**config.mk**
```make
export PLATFORM = sky130hd
export DESIGN_NAME = ppm_frame_decoder_core
export DESIGN_NICKNAME = d
export VERILOG_FILES = /design/src/rtl/ppmfd_pkg.sv /design/src/rtl/ppmfd_queue.sv /design/src/rtl/ppmfd_front.sv /design/src/rtl/ppmfd_back.sv /design/src/rtl/ppm_frame_decoder_core.sv
export VERILOG_INCLUDE_DIRS = /design/src /design/src/rtl
export SDC_FILE = /design/constraint.sdc
export NUM_CORES = 1
export LEC_CHECK = 0
export ABC_AREA = 1
export BUFFER_PORTS_ARGS = -buffer_cell sky130_fd_sc_hd__buf_2
export CORE_ASPECT_RATIO = 2
export CORE_MARGIN = 4
export CORE_UTILIZATION = 63
export CTS_BUF_LIST = sky130_fd_sc_hd__clkbuf_4 sky130_fd_sc_hd__clkbuf_8 sky130_fd_sc_hd__clkbuf_16
export DETAILED_ROUTE_END_ITERATION = 12
export MAX_ROUTING_LAYER = met4
export PLACE_DENSITY = 0.79
export SYNTH_ARGS = -nofsm -noshare
export SYNTH_HDL_FRONTEND = slang
export SYNTH_SLANG_ARGS = --single-unit
```
**constraint.sdc**
```tcl
create_clock -name clock -period 6.9 [get_ports clock]
set_input_delay 0.69 -clock clock [delete_from_list [all_inputs] [get_ports clock]]
set_output_delay 0.69 -clock clock [all_outputs]
set_load 0.02 [all_outputs]
```
**src/rtl/assert_macros.svh**
```systemverilog
// Concurrent assertion helpers; expect signals named clock and reset in scope.
`ifndef ASSERT_MACROS_SVH
`define ASSERT_MACROS_SVH

// ante must imply cons in the same cycle
`define ASSERT_IMPLIES(label, ante, cons) \
   label: assert property (@(posedge clock) disable iff (reset) (ante) |-> (cons)) \
      else $error("assertion failed");

// ante must imply cons in the next cycle
`define ASSERT_NEXT(label, ante, cons) \
   label: assert property (@(posedge clock) disable iff (reset) (ante) |=> (cons)) \
      else $error("assertion failed");

`endif

```
**src/rtl/ppmfd_pkg.sv**
```systemverilog
package ppmfd_pkg;

   localparam int MAX_CHANNELS_DEFAULT = 20;
   localparam int QUEUE_DEPTH          = 2;

   localparam logic [1:0] PH_UNSYNCED = 2'd0;
   localparam logic [1:0] PH_ARMED    = 2'd1;
   localparam logic [1:0] PH_ACTIVE   = 2'd2;
   localparam logic [1:0] PH_INACTIVE = 2'd3;

   localparam logic [2:0] CSR_MIN_PULSE_WIDTH   = 3'd0;
   localparam logic [2:0] CSR_MAX_PULSE_WIDTH   = 3'd1;
   localparam logic [2:0] CSR_MIN_CHANNEL_VALUE = 3'd2;
   localparam logic [2:0] CSR_MAX_CHANNEL_VALUE = 3'd3;
   localparam logic [2:0] CSR_MIN_START_GAP     = 3'd4;
   localparam logic [2:0] CSR_MIN_CHANNELS      = 3'd5;
   localparam logic [2:0] CSR_LOCK_FRAMES       = 3'd6;

   localparam logic [15:0] RST_MIN_PULSE_WIDTH   = 16'd200;
   localparam logic [15:0] RST_MAX_PULSE_WIDTH   = 16'd600;
   localparam logic [15:0] RST_MIN_CHANNEL_VALUE = 16'd800;
   localparam logic [15:0] RST_MAX_CHANNEL_VALUE = 16'd2200;
   localparam logic [15:0] RST_MIN_START_GAP     = 16'd2300;
   localparam logic [4:0]  RST_MIN_CHANNELS      = 5'd5;
   localparam logic [3:0]  RST_LOCK_FRAMES       = 4'd4;

   typedef struct packed {
      logic [1:0]  phase;
      logic [4:0]  decoded_channels;
      logic [15:0] frame_length;
      logic        frame_error;
   } status_type;

endpackage

```
**src/rtl/ppmfd_queue.sv**
```systemverilog
module ppmfd_queue #(
   parameter int DEPTH = ppmfd_pkg::QUEUE_DEPTH,
   parameter int WIDTH = 8
) (
   input  logic             clock,
   input  logic             reset,
   input  logic             push,
   input  logic [WIDTH-1:0] wdata,
   input  logic             pop,
   output logic [WIDTH-1:0] rdata,
   output logic             full,
   output logic             empty
);

   localparam int PTR_W = (DEPTH > 1) ? $clog2(DEPTH) : 1;
   localparam int CNT_W = $clog2(DEPTH + 1);

   logic [WIDTH-1:0] entry_ff [DEPTH];
   logic [PTR_W-1:0] wr_ptr_ff, wr_ptr_in;
   logic [PTR_W-1:0] rd_ptr_ff, rd_ptr_in;
   logic [CNT_W-1:0] count_ff, count_in;
   logic             do_push, do_pop;

   assign full    = (count_ff == CNT_W'(DEPTH));
   assign empty   = (count_ff == '0);
   assign rdata   = entry_ff[rd_ptr_ff];
   assign do_push = push && !full;
   assign do_pop  = pop && !empty;

   always_comb begin
      wr_ptr_in = wr_ptr_ff;
      rd_ptr_in = rd_ptr_ff;
      count_in  = count_ff;
      if (do_push) begin
         wr_ptr_in = (wr_ptr_ff == PTR_W'(DEPTH - 1)) ? '0 : wr_ptr_ff + PTR_W'(1);
      end
      if (do_pop) begin
         rd_ptr_in = (rd_ptr_ff == PTR_W'(DEPTH - 1)) ? '0 : rd_ptr_ff + PTR_W'(1);
      end
      if (do_push && !do_pop) begin
         count_in = count_ff + CNT_W'(1);
      end else if (do_pop && !do_push) begin
         count_in = count_ff - CNT_W'(1);
      end
   end

   always_ff @(posedge clock) begin
      if (reset) begin
         wr_ptr_ff <= '0;
         rd_ptr_ff <= '0;
         count_ff  <= '0;
      end else begin
         wr_ptr_ff <= wr_ptr_in;
         rd_ptr_ff <= rd_ptr_in;
         count_ff  <= count_in;
      end
   end

   always_ff @(posedge clock) begin
      if (do_push) begin
         entry_ff[wr_ptr_ff] <= wdata;
      end
   end

endmodule

```
**src/rtl/ppmfd_front.sv**
```systemverilog
module ppmfd_front #(
   parameter int MAX_CHANNELS = ppmfd_pkg::MAX_CHANNELS_DEFAULT,
   parameter int CNT_W        = $clog2(MAX_CHANNELS + 1),
   parameter int IDX_W        = $clog2(MAX_CHANNELS)
) (
   input  logic                 clock,
   input  logic                 reset,
   input  logic                 csr_write_enable,
   input  logic [2:0]           csr_index,
   input  logic [15:0]          csr_write_data,
   input  logic                 req_valid,
   output logic                 req_stall,
   input  logic [15:0]          req_edge_time,
   output logic                 push,
   output logic [CNT_W-1:0]     push_count,
   output ppmfd_pkg::status_type push_status,
   input  logic                 queue_full,
   input  logic                 publish_done,
   output logic                 publish_pending,
   output logic                 buf_we,
   output logic [IDX_W-1:0]     buf_addr,
   output logic [15:0]          buf_data
);

   localparam int CW = (CNT_W > 5) ? CNT_W : 5;

   logic [15:0] min_pw_ff, min_pw_in, max_pw_ff, max_pw_in;
   logic [15:0] min_cv_ff, min_cv_in, max_cv_ff, max_cv_in;
   logic [15:0] start_gap_ff, start_gap_in;
   logic [4:0]  min_ch_ff, min_ch_in;
   logic [3:0]  lock_ff, lock_in;

   logic [15:0]      last_edge_ff, last_edge_in;
   logic [15:0]      last_mark_ff, last_mark_in;
   logic [15:0]      frame_start_ff, frame_start_in;
   logic [15:0]      frame_len_ff, frame_len_in;
   logic [CNT_W-1:0] cursor_ff, cursor_in;
   logic [CNT_W-1:0] accepted_ff, accepted_in;
   logic [CNT_W-1:0] candidate_ff, candidate_in;
   logic [3:0]       holdoff_ff, holdoff_in;
   logic [1:0]       phase_ff, phase_in;
   logic             pend_ff, pend_in;

   logic             accept;
   logic [15:0]      width_w, ivl_w;
   logic             pulse_ok, err;
   logic [CNT_W-1:0] pub_cnt;

   assign req_stall       = pend_ff || queue_full;
   assign accept          = req_valid && !req_stall;
   assign publish_pending = pend_ff;
   assign width_w         = req_edge_time - last_edge_ff;
   assign ivl_w           = req_edge_time - last_mark_ff;
   assign pulse_ok        = (width_w >= min_pw_ff) && (width_w <= max_pw_ff);

   always_comb begin
      min_pw_in      = min_pw_ff;
      max_pw_in      = max_pw_ff;
      min_cv_in      = min_cv_ff;
      max_cv_in      = max_cv_ff;
      start_gap_in   = start_gap_ff;
      min_ch_in      = min_ch_ff;
      lock_in        = lock_ff;
      if (csr_write_enable) begin
         unique case (csr_index)
            ppmfd_pkg::CSR_MIN_PULSE_WIDTH:   min_pw_in    = csr_write_data;
            ppmfd_pkg::CSR_MAX_PULSE_WIDTH:   max_pw_in    = csr_write_data;
            ppmfd_pkg::CSR_MIN_CHANNEL_VALUE: min_cv_in    = csr_write_data;
            ppmfd_pkg::CSR_MAX_CHANNEL_VALUE: max_cv_in    = csr_write_data;
            ppmfd_pkg::CSR_MIN_START_GAP:     start_gap_in = csr_write_data;
            ppmfd_pkg::CSR_MIN_CHANNELS:      min_ch_in    = csr_write_data[4:0];
            ppmfd_pkg::CSR_LOCK_FRAMES:       lock_in      = csr_write_data[3:0];
            default: ;
         endcase
      end
   end

   always_comb begin
      last_edge_in   = last_edge_ff;
      last_mark_in   = last_mark_ff;
      frame_start_in = frame_start_ff;
      frame_len_in   = frame_len_ff;
      cursor_in      = cursor_ff;
      accepted_in    = accepted_ff;
      candidate_in   = candidate_ff;
      holdoff_in     = holdoff_ff;
      phase_in       = phase_ff;
      pend_in        = publish_done ? 1'b0 : pend_ff;
      err            = 1'b0;
      pub_cnt        = '0;
      buf_we         = 1'b0;
      buf_addr       = cursor_ff[IDX_W-1:0];
      buf_data       = ivl_w;

      if (accept) begin
         if (width_w >= start_gap_ff) begin
            if (cursor_ff != accepted_ff) begin
               if (candidate_ff != cursor_ff) begin
                  candidate_in = cursor_ff;
                  holdoff_in   = lock_ff;
               end else if (holdoff_ff != 4'd0) begin
                  holdoff_in = holdoff_ff - 4'd1;
               end else begin
                  accepted_in  = candidate_ff;
                  candidate_in = '0;
               end
            end else if (CW'(cursor_ff) >= CW'(min_ch_ff)) begin
               pub_cnt = cursor_ff;
            end
            cursor_in    = '0;
            phase_in     = ppmfd_pkg::PH_ARMED;
            last_edge_in = req_edge_time;
            if (pub_cnt != '0) begin
               pend_in = 1'b1;
            end
         end else begin
            unique case (phase_ff)
               ppmfd_pkg::PH_ARMED: begin
                  if (!pulse_ok) begin
                     err = 1'b1;
                  end else begin
                     last_mark_in   = last_edge_ff;
                     frame_len_in   = last_edge_ff - frame_start_ff;
                     frame_start_in = last_edge_ff;
                     phase_in       = ppmfd_pkg::PH_ACTIVE;
                  end
               end
               ppmfd_pkg::PH_INACTIVE: begin
                  if (!pulse_ok) begin
                     err = 1'b1;
                  end else begin
                     phase_in = ppmfd_pkg::PH_ACTIVE;
                  end
               end
               ppmfd_pkg::PH_ACTIVE: begin
                  last_mark_in = req_edge_time;
                  if (ivl_w < min_cv_ff || ivl_w > max_cv_ff) begin
                     err = 1'b1;
                  end else begin
                     if (cursor_ff < CNT_W'(MAX_CHANNELS)) begin
                        buf_we    = 1'b1;
                        cursor_in = cursor_ff + CNT_W'(1);
                     end
                     phase_in = ppmfd_pkg::PH_INACTIVE;
                  end
               end
               default: ;
            endcase
            if (err) begin
               phase_in    = ppmfd_pkg::PH_UNSYNCED;
               accepted_in = '0;
            end else begin
               last_edge_in = req_edge_time;
            end
         end
      end
   end

   assign push                         = accept;
   assign push_count                   = pub_cnt;
   assign push_status.phase            = phase_in;
   assign push_status.decoded_channels = 5'(accepted_in);
   assign push_status.frame_length     = frame_len_in;
   assign push_status.frame_error      = err;

   always_ff @(posedge clock) begin
      if (reset) begin
         min_pw_ff      <= ppmfd_pkg::RST_MIN_PULSE_WIDTH;
         max_pw_ff      <= ppmfd_pkg::RST_MAX_PULSE_WIDTH;
         min_cv_ff      <= ppmfd_pkg::RST_MIN_CHANNEL_VALUE;
         max_cv_ff      <= ppmfd_pkg::RST_MAX_CHANNEL_VALUE;
         start_gap_ff   <= ppmfd_pkg::RST_MIN_START_GAP;
         min_ch_ff      <= ppmfd_pkg::RST_MIN_CHANNELS;
         lock_ff        <= ppmfd_pkg::RST_LOCK_FRAMES;
         last_edge_ff   <= '0;
         last_mark_ff   <= '0;
         frame_start_ff <= '0;
         frame_len_ff   <= '0;
         cursor_ff      <= '0;
         accepted_ff    <= '0;
         candidate_ff   <= '0;
         holdoff_ff     <= '0;
         phase_ff       <= ppmfd_pkg::PH_UNSYNCED;
         pend_ff        <= 1'b0;
      end else begin
         min_pw_ff      <= min_pw_in;
         max_pw_ff      <= max_pw_in;
         min_cv_ff      <= min_cv_in;
         max_cv_ff      <= max_cv_in;
         start_gap_ff   <= start_gap_in;
         min_ch_ff      <= min_ch_in;
         lock_ff        <= lock_in;
         last_edge_ff   <= last_edge_in;
         last_mark_ff   <= last_mark_in;
         frame_start_ff <= frame_start_in;
         frame_len_ff   <= frame_len_in;
         cursor_ff      <= cursor_in;
         accepted_ff    <= accepted_in;
         candidate_ff   <= candidate_in;
         holdoff_ff     <= holdoff_in;
         phase_ff       <= phase_in;
         pend_ff        <= pend_in;
      end
   end

endmodule

```
**src/rtl/ppmfd_back.sv**
```systemverilog
module ppmfd_back #(
   parameter int MAX_CHANNELS = ppmfd_pkg::MAX_CHANNELS_DEFAULT,
   parameter int CNT_W        = $clog2(MAX_CHANNELS + 1),
   parameter int IDX_W        = $clog2(MAX_CHANNELS)
) (
   input  logic                  clock,
   input  logic                  reset,
   input  logic                  cmd_valid,
   input  logic [CNT_W-1:0]      cmd_count,
   input  ppmfd_pkg::status_type cmd_status,
   output logic                  cmd_pop,
   input  logic                  buf_we,
   input  logic [IDX_W-1:0]      buf_addr,
   input  logic [15:0]           buf_data,
   output logic                  publish_done,
   output logic                  busy,
   output logic                  rsp_valid,
   input  logic                  rsp_stall,
   output logic                  rsp_channel_valid,
   output logic [4:0]            rsp_channel_index,
   output logic [15:0]           rsp_channel_value,
   output logic                  rsp_last,
   output logic [1:0]            rsp_decoder_phase,
   output logic [4:0]            rsp_decoded_channels,
   output logic [15:0]           rsp_frame_length,
   output logic                  rsp_frame_error
);

   localparam logic BK_IDLE = 1'b0;
   localparam logic BK_PUB  = 1'b1;

   logic [15:0] interval_mem [MAX_CHANNELS];
   logic [15:0] rd_data_ff;

   logic                  state_ff, state_in;
   logic [IDX_W-1:0]      idx_ff, idx_in;
   logic [CNT_W-1:0]      cnt_ff, cnt_in;
   ppmfd_pkg::status_type st_ff, st_in;

   logic                  out_valid_ff, out_valid_in;
   logic                  out_chv_ff, out_chv_in;
   logic [4:0]            out_idx_ff, out_idx_in;
   logic [15:0]           out_val_ff, out_val_in;
   logic                  out_last_ff, out_last_in;
   ppmfd_pkg::status_type out_st_ff, out_st_in;

   logic out_free, at_last;

   assign out_free = !out_valid_ff || !rsp_stall;
   assign at_last  = (CNT_W'(idx_ff) + CNT_W'(1) == cnt_ff);
   assign busy     = (state_ff == BK_PUB);

   always_comb begin
      state_in     = state_ff;
      idx_in       = idx_ff;
      cnt_in       = cnt_ff;
      st_in        = st_ff;
      cmd_pop      = 1'b0;
      publish_done = 1'b0;
      out_valid_in = out_valid_ff && rsp_stall;
      out_chv_in   = out_chv_ff;
      out_idx_in   = out_idx_ff;
      out_val_in   = out_val_ff;
      out_last_in  = out_last_ff;
      out_st_in    = out_st_ff;
      unique case (state_ff)
         BK_IDLE: begin
            if (cmd_valid && out_free) begin
               cmd_pop = 1'b1;
               if (cmd_count == '0) begin
                  out_valid_in = 1'b1;
                  out_chv_in   = 1'b0;
                  out_idx_in   = '0;
                  out_val_in   = '0;
                  out_last_in  = 1'b1;
                  out_st_in    = cmd_status;
               end else begin
                  state_in = BK_PUB;
                  idx_in   = '0;
                  cnt_in   = cmd_count;
                  st_in    = cmd_status;
               end
            end
         end
         BK_PUB: begin
            if (out_free) begin
               out_valid_in = 1'b1;
               out_chv_in   = 1'b1;
               out_idx_in   = 5'(idx_ff);
               out_val_in   = rd_data_ff;
               out_last_in  = at_last;
               out_st_in    = st_ff;
               if (at_last) begin
                  state_in     = BK_IDLE;
                  publish_done = 1'b1;
               end else begin
                  idx_in = idx_ff + IDX_W'(1);
               end
            end
         end
         default: state_in = BK_IDLE;
      endcase
   end

   always_ff @(posedge clock) begin
      if (reset) begin
         state_ff     <= BK_IDLE;
         out_valid_ff <= 1'b0;
      end else begin
         state_ff     <= state_in;
         out_valid_ff <= out_valid_in;
      end
   end

   always_ff @(posedge clock) begin
      idx_ff      <= idx_in;
      cnt_ff      <= cnt_in;
      st_ff       <= st_in;
      out_chv_ff  <= out_chv_in;
      out_idx_ff  <= out_idx_in;
      out_val_ff  <= out_val_in;
      out_last_ff <= out_last_in;
      out_st_ff   <= out_st_in;
   end

   // read follows the next index so data lines up with idx_ff
   always_ff @(posedge clock) begin
      if (buf_we) begin
         interval_mem[buf_addr] <= buf_data;
      end
      rd_data_ff <= interval_mem[idx_in];
   end

   assign rsp_valid            = out_valid_ff;
   assign rsp_channel_valid    = out_chv_ff;
   assign rsp_channel_index    = out_idx_ff;
   assign rsp_channel_value    = out_val_ff;
   assign rsp_last             = out_last_ff;
   assign rsp_decoder_phase    = out_st_ff.phase;
   assign rsp_decoded_channels = out_st_ff.decoded_channels;
   assign rsp_frame_length     = out_st_ff.frame_length;
   assign rsp_frame_error      = out_st_ff.frame_error;

endmodule

```
**src/rtl/ppm_frame_decoder_core.sv**
```systemverilog
// channel  ports                          direction  beat
// req      req_valid/req_stall            in         one edge timestamp
// rsp      rsp_valid/rsp_stall            out        one status or channel result
// csr      csr_write_enable/index/data    in         one register write
//
// Front end classifies one edge per cycle while req is not stalled and queues a command (depth 2).
// Back end pops a publish, then drains it at one channel per cycle unless rsp stalls,
// so a publishing edge holds req off until its last channel is loaded for output.
// Other edges give one registered result each, one per cycle unless rsp stalls.
// Reset is synchronous; interval memory is not cleared.
`include "assert_macros.svh"

module ppm_frame_decoder_core #(
   parameter int MAX_CHANNELS = ppmfd_pkg::MAX_CHANNELS_DEFAULT
) (
   input  logic        clock,
   input  logic        reset,
   input  logic        csr_write_enable,
   input  logic [2:0]  csr_index,
   input  logic [15:0] csr_write_data,
   input  logic        req_valid,
   output logic        req_stall,
   input  logic [15:0] req_edge_time,
   output logic        rsp_valid,
   input  logic        rsp_stall,
   output logic        rsp_channel_valid,
   output logic [4:0]  rsp_channel_index,
   output logic [15:0] rsp_channel_value,
   output logic        rsp_last,
   output logic [1:0]  rsp_decoder_phase,
   output logic [4:0]  rsp_decoded_channels,
   output logic [15:0] rsp_frame_length,
   output logic        rsp_frame_error
);

   localparam int CNT_W = $clog2(MAX_CHANNELS + 1);
   localparam int IDX_W = $clog2(MAX_CHANNELS);
   localparam int ST_W  = $bits(ppmfd_pkg::status_type);
   localparam int Q_W   = CNT_W + ST_W;

   logic                  push, q_full, q_empty, q_pop;
   logic [CNT_W-1:0]      push_count;
   ppmfd_pkg::status_type push_status;
   logic [Q_W-1:0]        q_wdata, q_rdata;
   logic                  publish_done, publish_pending, back_busy;
   logic                  buf_we;
   logic [IDX_W-1:0]      buf_addr;
   logic [15:0]           buf_data;

   assign q_wdata = {push_count, push_status};

   ppmfd_front #(
      .MAX_CHANNELS(MAX_CHANNELS),
      .CNT_W(CNT_W),
      .IDX_W(IDX_W)
   ) u_front (
      .clock(clock),
      .reset(reset),
      .csr_write_enable(csr_write_enable),
      .csr_index(csr_index),
      .csr_write_data(csr_write_data),
      .req_valid(req_valid),
      .req_stall(req_stall),
      .req_edge_time(req_edge_time),
      .push(push),
      .push_count(push_count),
      .push_status(push_status),
      .queue_full(q_full),
      .publish_done(publish_done),
      .publish_pending(publish_pending),
      .buf_we(buf_we),
      .buf_addr(buf_addr),
      .buf_data(buf_data)
   );

   ppmfd_queue #(
      .DEPTH(ppmfd_pkg::QUEUE_DEPTH),
      .WIDTH(Q_W)
   ) u_queue (
      .clock(clock),
      .reset(reset),
      .push(push),
      .wdata(q_wdata),
      .pop(q_pop),
      .rdata(q_rdata),
      .full(q_full),
      .empty(q_empty)
   );

   ppmfd_back #(
      .MAX_CHANNELS(MAX_CHANNELS),
      .CNT_W(CNT_W),
      .IDX_W(IDX_W)
   ) u_back (
      .clock(clock),
      .reset(reset),
      .cmd_valid(!q_empty),
      .cmd_count(q_rdata[Q_W-1:ST_W]),
      .cmd_status(ppmfd_pkg::status_type'(q_rdata[ST_W-1:0])),
      .cmd_pop(q_pop),
      .buf_we(buf_we),
      .buf_addr(buf_addr),
      .buf_data(buf_data),
      .publish_done(publish_done),
      .busy(back_busy),
      .rsp_valid(rsp_valid),
      .rsp_stall(rsp_stall),
      .rsp_channel_valid(rsp_channel_valid),
      .rsp_channel_index(rsp_channel_index),
      .rsp_channel_value(rsp_channel_value),
      .rsp_last(rsp_last),
      .rsp_decoder_phase(rsp_decoder_phase),
      .rsp_decoded_channels(rsp_decoded_channels),
      .rsp_frame_length(rsp_frame_length),
      .rsp_frame_error(rsp_frame_error)
   );

   `ASSERT_IMPLIES(a_drain_blocks_front, back_busy, publish_pending && req_stall)
   `ASSERT_IMPLIES(a_channel_no_error, rsp_valid && rsp_channel_valid, !rsp_frame_error)
   `ASSERT_NEXT(a_run_unbroken, rsp_valid && rsp_channel_valid && !rsp_last && !rsp_stall,
      rsp_valid && rsp_channel_valid)

endmodule

```
Word-level counts from Yosys, hierarchy flattened --
Memory sizes are Yosys's and may differ from the RTL's. A register that Yosys moved wholly into a read port is not among the register bits. Index checks and enable logic that the tools add are counted.
Cells by class: reductions and logical operators 44, multiply operators 0, shift-type cells 0, order comparisons 7, $add $sub $neg 10, divide/modulo/power cells 0, multiplexer cells 99, equal/unequal tests 20, bitwise gates (word level) 3
Operators by type and width (count):
- 16-bit 2-to-1 mux | 10
- 5-bit 2-to-1 mux | 25
- 24-bit 2-to-1 mux | 3
- 16-bit case mux with 2 select lines | 2
- 24-bit case mux with 2 select lines | 1
- 16-bit subtractor | 3
- 1-bit 2-to-1 mux | 41
- 16-bit greater-or-equal comparator | 2
- 5-bit case mux with 2 select lines | 2
- 4-bit AND reduction | 5
- 16-bit greater-than comparator | 1
- 16-bit less-or-equal comparator | 1
- 16-bit < comparator | 1
- 2-bit AND reduction | 8
- 2-bit 2-to-1 mux | 7
- 2-bit by 1-bit != test with 1-bit output (second input constant) | 6
- 5-bit by 1-bit adder with 5-bit output (second input constant) | 2
- 5-bit != test | 2
- 1-bit case mux with 2 select lines | 5
- 2-bit nonzero test | 5
- 3-bit equality test (second input constant) | 3
- 1-bit logical AND | 8
- 4-bit 2-to-1 mux | 2
- 1-bit logical NOT | 7
- other kinds (22) | 31
Storage, ports and cells: logic and storage cells 221, ROM bits 0, output and inout bits 49, bits in latches 0, bits in registers 262, bits in writable memories 378, memories 2
Memories:
- u_back.interval_mem | depth 20, width 16, rd ports 1, clocked after memory_dff 1, write ports 1, line ppmfd_back.sv:32 | logic [15:0] interval_mem [MAX_CHANNELS];
- u_queue.entry_ff | depth 2, width 29, rd ports 1, clocked after memory_dff 1, write ports 1, line ppmfd_queue.sv:18 | logic [WIDTH-1:0] entry_ff [DEPTH];

Depth between registers and ports, before layout --
depth in word-level cells 10, gate-level depth with buffers 28

Modules after synthesis --
From an unflattened synthesis, not the netlist that was laid out.
Unflattened totals: cell total of the unflattened synthesis 3204, area total of the unflattened synthesis 30805.8 um^2
By module, submodules not included:
- ppmfd_back | cells an instance 1504, area each 17125.2 um^2, seq. area each 12351.8 um^2, times used 1
- ppmfd_front | cells an instance 1572, area each 11297.1 um^2, seq. area each 3503.4 um^2, times used 1
- ppmfd_queue | cells an instance 127, area each 2379.8 um^2, seq. area each 1841.8 um^2, times used 1
- ppm_frame_decoder_core | cells an instance 1, area each 3.8 um^2, seq. area each 0.0 um^2, times used 1

Worst setup path before layout --
Ideal clock, no wire load.
kind in2reg, start in req_edge_time[0], end mem u_back.interval_mem[0][0] (enable), arrival 5.291 ns, path buffers 0, slack 1.221 ns, required time 6.512 ns, library setup time 0.388 ns, stages 27, cells stage by stage inv_1 ha_1 inv_1 fa_1 a21oi_1 o21bai_1 nand2_1 o211ai_1 a21boi_0 o21ai_0 a21oi_1 o21ai_0 xor2_1 ha_1 nand2_1 inv_1 nand3_1 a31o_2 o211a_1 nand2_1 nand2_1 nand2_1 inv_1 nand3_1 nor2_1 nand2_1 nor2_1
Between the ends: word-level cells in the longest chain between the ends 9, elaborated cells on any way between the ends 12, classes of those cells add/sub: 2; order compare: 3; mux: 6; reduce/logical: 1
RTL lines:
- start: declaration | line ppm_frame_decoder_core.sv:23 | input logic [15:0] req_edge_time,
- 16-bit subtractor * | line ppmfd_front.sv:53 | assign ivl_w = req_edge_time - last_mark_ff;
- via buf_data[14] | line ppm_frame_decoder_core.sv:48 | logic [15:0] buf_data;
- 16-bit < comparator or 16-bit greater-than comparator (tied branches) | line ppmfd_front.sv:137 | if (ivl_w < min_cv_ff || ivl_w > max_cv_ff) begin
- 1-bit logical OR * | line ppmfd_front.sv:137
- 1-bit 2-to-1 mux * | line ppmfd_front.sv:137
- 1-bit 2-to-1 mux * | line ppmfd_front.sv:117 | unique case (phase_ff)
- 1-bit 2-to-1 mux * | line ppmfd_front.sv:96 | if (width_w >= start_gap_ff) begin
- 1-bit 2-to-1 mux * | line ppmfd_front.sv:95 | if (accept) begin
- 1-bit 2-to-1 mux * | line ppmfd_back.sv:128 | if (buf_we) begin
- 1-bit 2-to-1 mux (implied by the code) * | line ppmfd_back.sv:129 | interval_mem[buf_addr] <= buf_data;
- end: declaration | line ppmfd_back.sv:32
The timed path passes the listed nets; every way through them passes the cells marked *.

Worst setup path in the final report --
start reg u_front.last_mark_ff[0], end mem u_back.interval_mem[13][8] (enable)
Between the ends: word-level cells in the longest chain between the ends 9, elaborated cells on any way between the ends 10, classes of those cells add/sub: 1; order compare: 2; mux: 6; reduce/logical: 1
RTL lines:
- start: declaration | line ppmfd_front.sv:34 | logic [15:0] last_mark_ff, last_mark_in;
- start signal: assignment | line ppmfd_front.sv:194 | last_mark_ff <= last_mark_in;
- 16-bit subtractor * | line ppmfd_front.sv:53
- via buf_data[14] | line ppm_frame_decoder_core.sv:48
- 16-bit < comparator or 16-bit greater-than comparator (tied branches) | line ppmfd_front.sv:137
- 1-bit logical OR * | line ppmfd_front.sv:137
- 1-bit 2-to-1 mux * | line ppmfd_front.sv:137
- 1-bit 2-to-1 mux * | line ppmfd_front.sv:117
- 1-bit 2-to-1 mux * | line ppmfd_front.sv:96
- 1-bit 2-to-1 mux * | line ppmfd_front.sv:95
- 1-bit 2-to-1 mux * | line ppmfd_back.sv:128
- 1-bit 2-to-1 mux (implied by the code) * | line ppmfd_back.sv:129
Marked as above.

==> results.cfg <==
[outcome]
status = finished clean

[power_and_ir_drop]
peakVddDrop_mv = 0.559
seqPwrFrac = 0.329
power_frac_clock = 0.199
combPwrFrac = 0.472
p_total_mw = 16.2
powerDensity_nw_per_um2 = 486
netSwitchingPower_mw = 7.11
power_leakage_nw = 13.7
intPower_mw = 9.05
switching_share = 0.440

[worst_hold_path]
hold_class = primary input to flip-flop

[die]
dieArea_um2 = 51900
pin_count = 89
die_w_um = 163
rows = 113
die_y_um = 318
initial_utilization = 0.638
fp.coreArea_um2 = 47500

[sta]
fin_setup_tns_ps = 0
period_share = 0.834
report.final.slew_viol_count = 0
finalSetupViolations = 0
period_needed_ps = 5760
rsz0062_at_grt = false
tightest_slew_ps = 1330
fmax_mhz = 174
fin_worst_skew_ps = 26.3
relSlewSlack = 0.114
finalHoldViolations = 0
hold_slack_ps = 352

[cts]
cts_tree = done
cts_num_sinks = 657
cts.reportedPaths.clkPinSlew_ps = 80
cts_made_buffers = 53
cts_setup_buffers = 0
cts_max_level = 2
clk_latency_ps = 620
cts_root_buf = clkbuf_16
postCtsHoldBufs = 0
clk_path_buf_depth = 3
cts_resized = 0

[synth]
synth.area.top_cells = edfxtp_1 (45%), dfxtp_1 (13%), nand2_1 (8.5%)
synth.distinct_cells = 51
synth_nets = 3305
syn_inst = 3126
synthTopCellsByCount = nand2_1 (687), edfxtp_1 (454), inv_1 (354), nand3_1 (305), a21oi_1 (226)
synthArstFlopShare = 0
synth_edf_count = 454
ys_warn_count = 0
ys_seq_elements = 657
yosys_most_used_dff = edfxtp_1
avgSynthCellArea_um2 = 9.69
syn_area_um2 = 30300
synth_top_cell_by_area = edfxtp_1
yosysMostFrequentCell = nand2_1
seq_area_frac_synth = 0.584
synth_top_area_frac = 0.450

[run]
max_cap_viol_count = 0

[routing]
drc_errors = 0
drt_wl_total_um = 77800
dr.pass1.iters = 7
ant_nets = 0
drtIter0Drc = 1816
routedWlPerCell_um = 20.2
via_per_inst = 5.78
vias = 22300

[grt]
gr-usage-all-layers = 0.309
grt_pass1_vias = 22300
overflow = 0
grt_max_degree = 136
grt_pass1_wl_um = 120000
antenna_found_initial = 0

[cells_and_area]
num_antenna_cells = 0
layout-drive-gt1-share = 0.0921
nNetsFinal = 3360
synthToLayoutAreaGrowth_pct = 9.75
post-route-util = 0.700

[critical_path]
cp-end-kind = flip-flop
critical_path_buf_inv_count = 4
worstPathRequired_ps = 7180
crit_fanout = 16
cpMaxStageDelayCell = xor2_1
crit_family = compound AO/OA/AOI/OAI gates
startpoint_type = flip-flop
crit_top_cell = nand2_1
slowest_delay_ps = 520
critical_path_class = flip-flop to flip-flop
arrival_ps = 6040

[placement]
routabilityCongestion = 0.955
hpwl_um = 53900
portBuffers = 88
## registers in the layout, summed over array words and instances (netlist names), 5 cells and up, named ones only
register / cells
u_back.cnt_ff: 5
u_back.idx_ff: 5
u_back.interval_mem: 320
u_back.rd_data_ff: 16
u_back.rsp_channel_index: 5
u_back.rsp_channel_value: 16
u_back.rsp_decoded_channels: 5
u_back.rsp_frame_length: 16
u_back.st_ff: 24
u_front.accepted_ff: 5
u_front.buf_addr: 5
u_front.candidate_ff: 5
u_front.frame_len_ff: 16
u_front.frame_start_ff: 16
u_front.last_edge_ff: 16
u_front.last_mark_ff: 16
u_front.max_cv_ff: 16
u_front.max_pw_ff: 16
u_front.min_ch_ff: 5
u_front.min_cv_ff: 16
u_front.min_pw_ff: 16
u_front.start_gap_ff: 16
u_queue.entry_ff: 58
## cell usage in the layout, fill, tap and decap left out, drive strengths merged, types with 2 or more instances in the layout
master | synthesis | routed
nand3 | 308 | 308
a21boi | 4 | 4
a21o | 4 | 4
clkinv | 1 | 19
clkinvlp | 0 | 5
and3 | 2 | 2
xnor2 | 17 | 17
a31oi | 4 | 4
edfxtp | 454 | 454
nand4 | 13 | 13
ha | 136 | 136
o21bai | 4 | 4
dfxtp | 203 | 203
buf | 75 | 139
xor2 | 36 | 36
or2 | 19 | 19
nor2 | 145 | 145
nand3b | 50 | 50
o221ai | 2 | 2
nor3 | 11 | 11
o21a | 4 | 4
fa | 3 | 3
o221a | 2 | 2
o21ai | 209 | 209
o211ai | 26 | 26
a21oi | 227 | 227
mux2 | 24 | 24
a211oi | 5 | 5
bufinv | 0 | 8
nand2 | 690 | 690
clkbuf | 64 | 66
o22ai | 16 | 16
inv | 362 | 363
## cell families (layout without fill, tap and decap cells)
group,count (synthesis),in the layout,share of synthesized area
AO/OA/AOI/OAI,511,511,0.0906
flip-flops,657,657,0.584
XOR/XNOR,53,53,0.0153
multiplexers,24,24,0.00892
adder cells (fa/ha/maj),139,139,0.0581
buffers and inverters,502,600,0.0656
AND/OR/NAND/NOR,1240,1240,0.177
## worst reg2reg max path: cells and delay by family, from the launching register on
| kind | cells | cell delay [ps] |
|---|---|---|
| AO/OA/AOI/OAI | 9 | 1570 |
| XOR/XNOR | 1 | 520 |
| adder cells (fa/ha/maj) | 3 | 990 |
| buffers and inverters | 4 | 460 |
| flip-flops | 1 | 350 |
| AND/OR/NAND/NOR | 10 | 1540 |
## layout make-up
type / instances / area, µm²
Fill cell: 3568 / 14200
Clock buffer: 66 / 1440
Tap cell: 632 / 791
Inverter: 363 / 1360
Timing Repair Buffer: 139 / 836
Multi-Input combinational cell: 1967 / 10700
Clock inverter: 32 / 428
Sequential cell: 657 / 17700
## through the flow
step	cells	setup WS [ps]	instance area, µm²
after CTS	3856	1230	33300
final	3856	1140	33300
after global routing	3856	633	33300
after detailed placement	3758	703	31400
after global placement	3758	831	31400
after floorplan	3126	1220	30300
## power groups by stage
stage                     Sequential, mW  Clock [mW]  Combinational [mW]
final                               5.32        3.21                7.63
after global routing                5.36        3.41                8.38
after CTS                           5.32        3.24                7.58
after detailed placement            5.40           0                7.53
after global placement              5.39           0                7.34
after floorplan                     5.46           0                4.94
## layer usage
| layer | track usage | up-vias | part of all wire |
|---|---|---|---|
| li1 | - | 10700 | - |
| met1 | 0.306 | 10500 | 0.33 |
| met2 | 0.546 | 759 | 0.53 |
| met3 | 0.0334 | 301 | 0.043 |
| met4 | 0.233 | 0 | 0.094 |
| met5 | - | - | 0 |
## path summary, 6_finish.rpt
path / from / end / slack, ps / depth (start not counted)
max: u_front.last_mark_ff[0] / u_back.interval_mem[13][8] / 1140 / 27
min: req_edge_time[0] / u_front.last_edge_ff[0] / 350 / 3
max reg2reg: u_front.last_mark_ff[0] / u_back.interval_mem[13][8] / 1140 / 27
min reg2reg: u_front.max_pw_ff[10] / u_front.max_pw_ff[10] / 460 / 2
(Power assumes the default switching activity.)
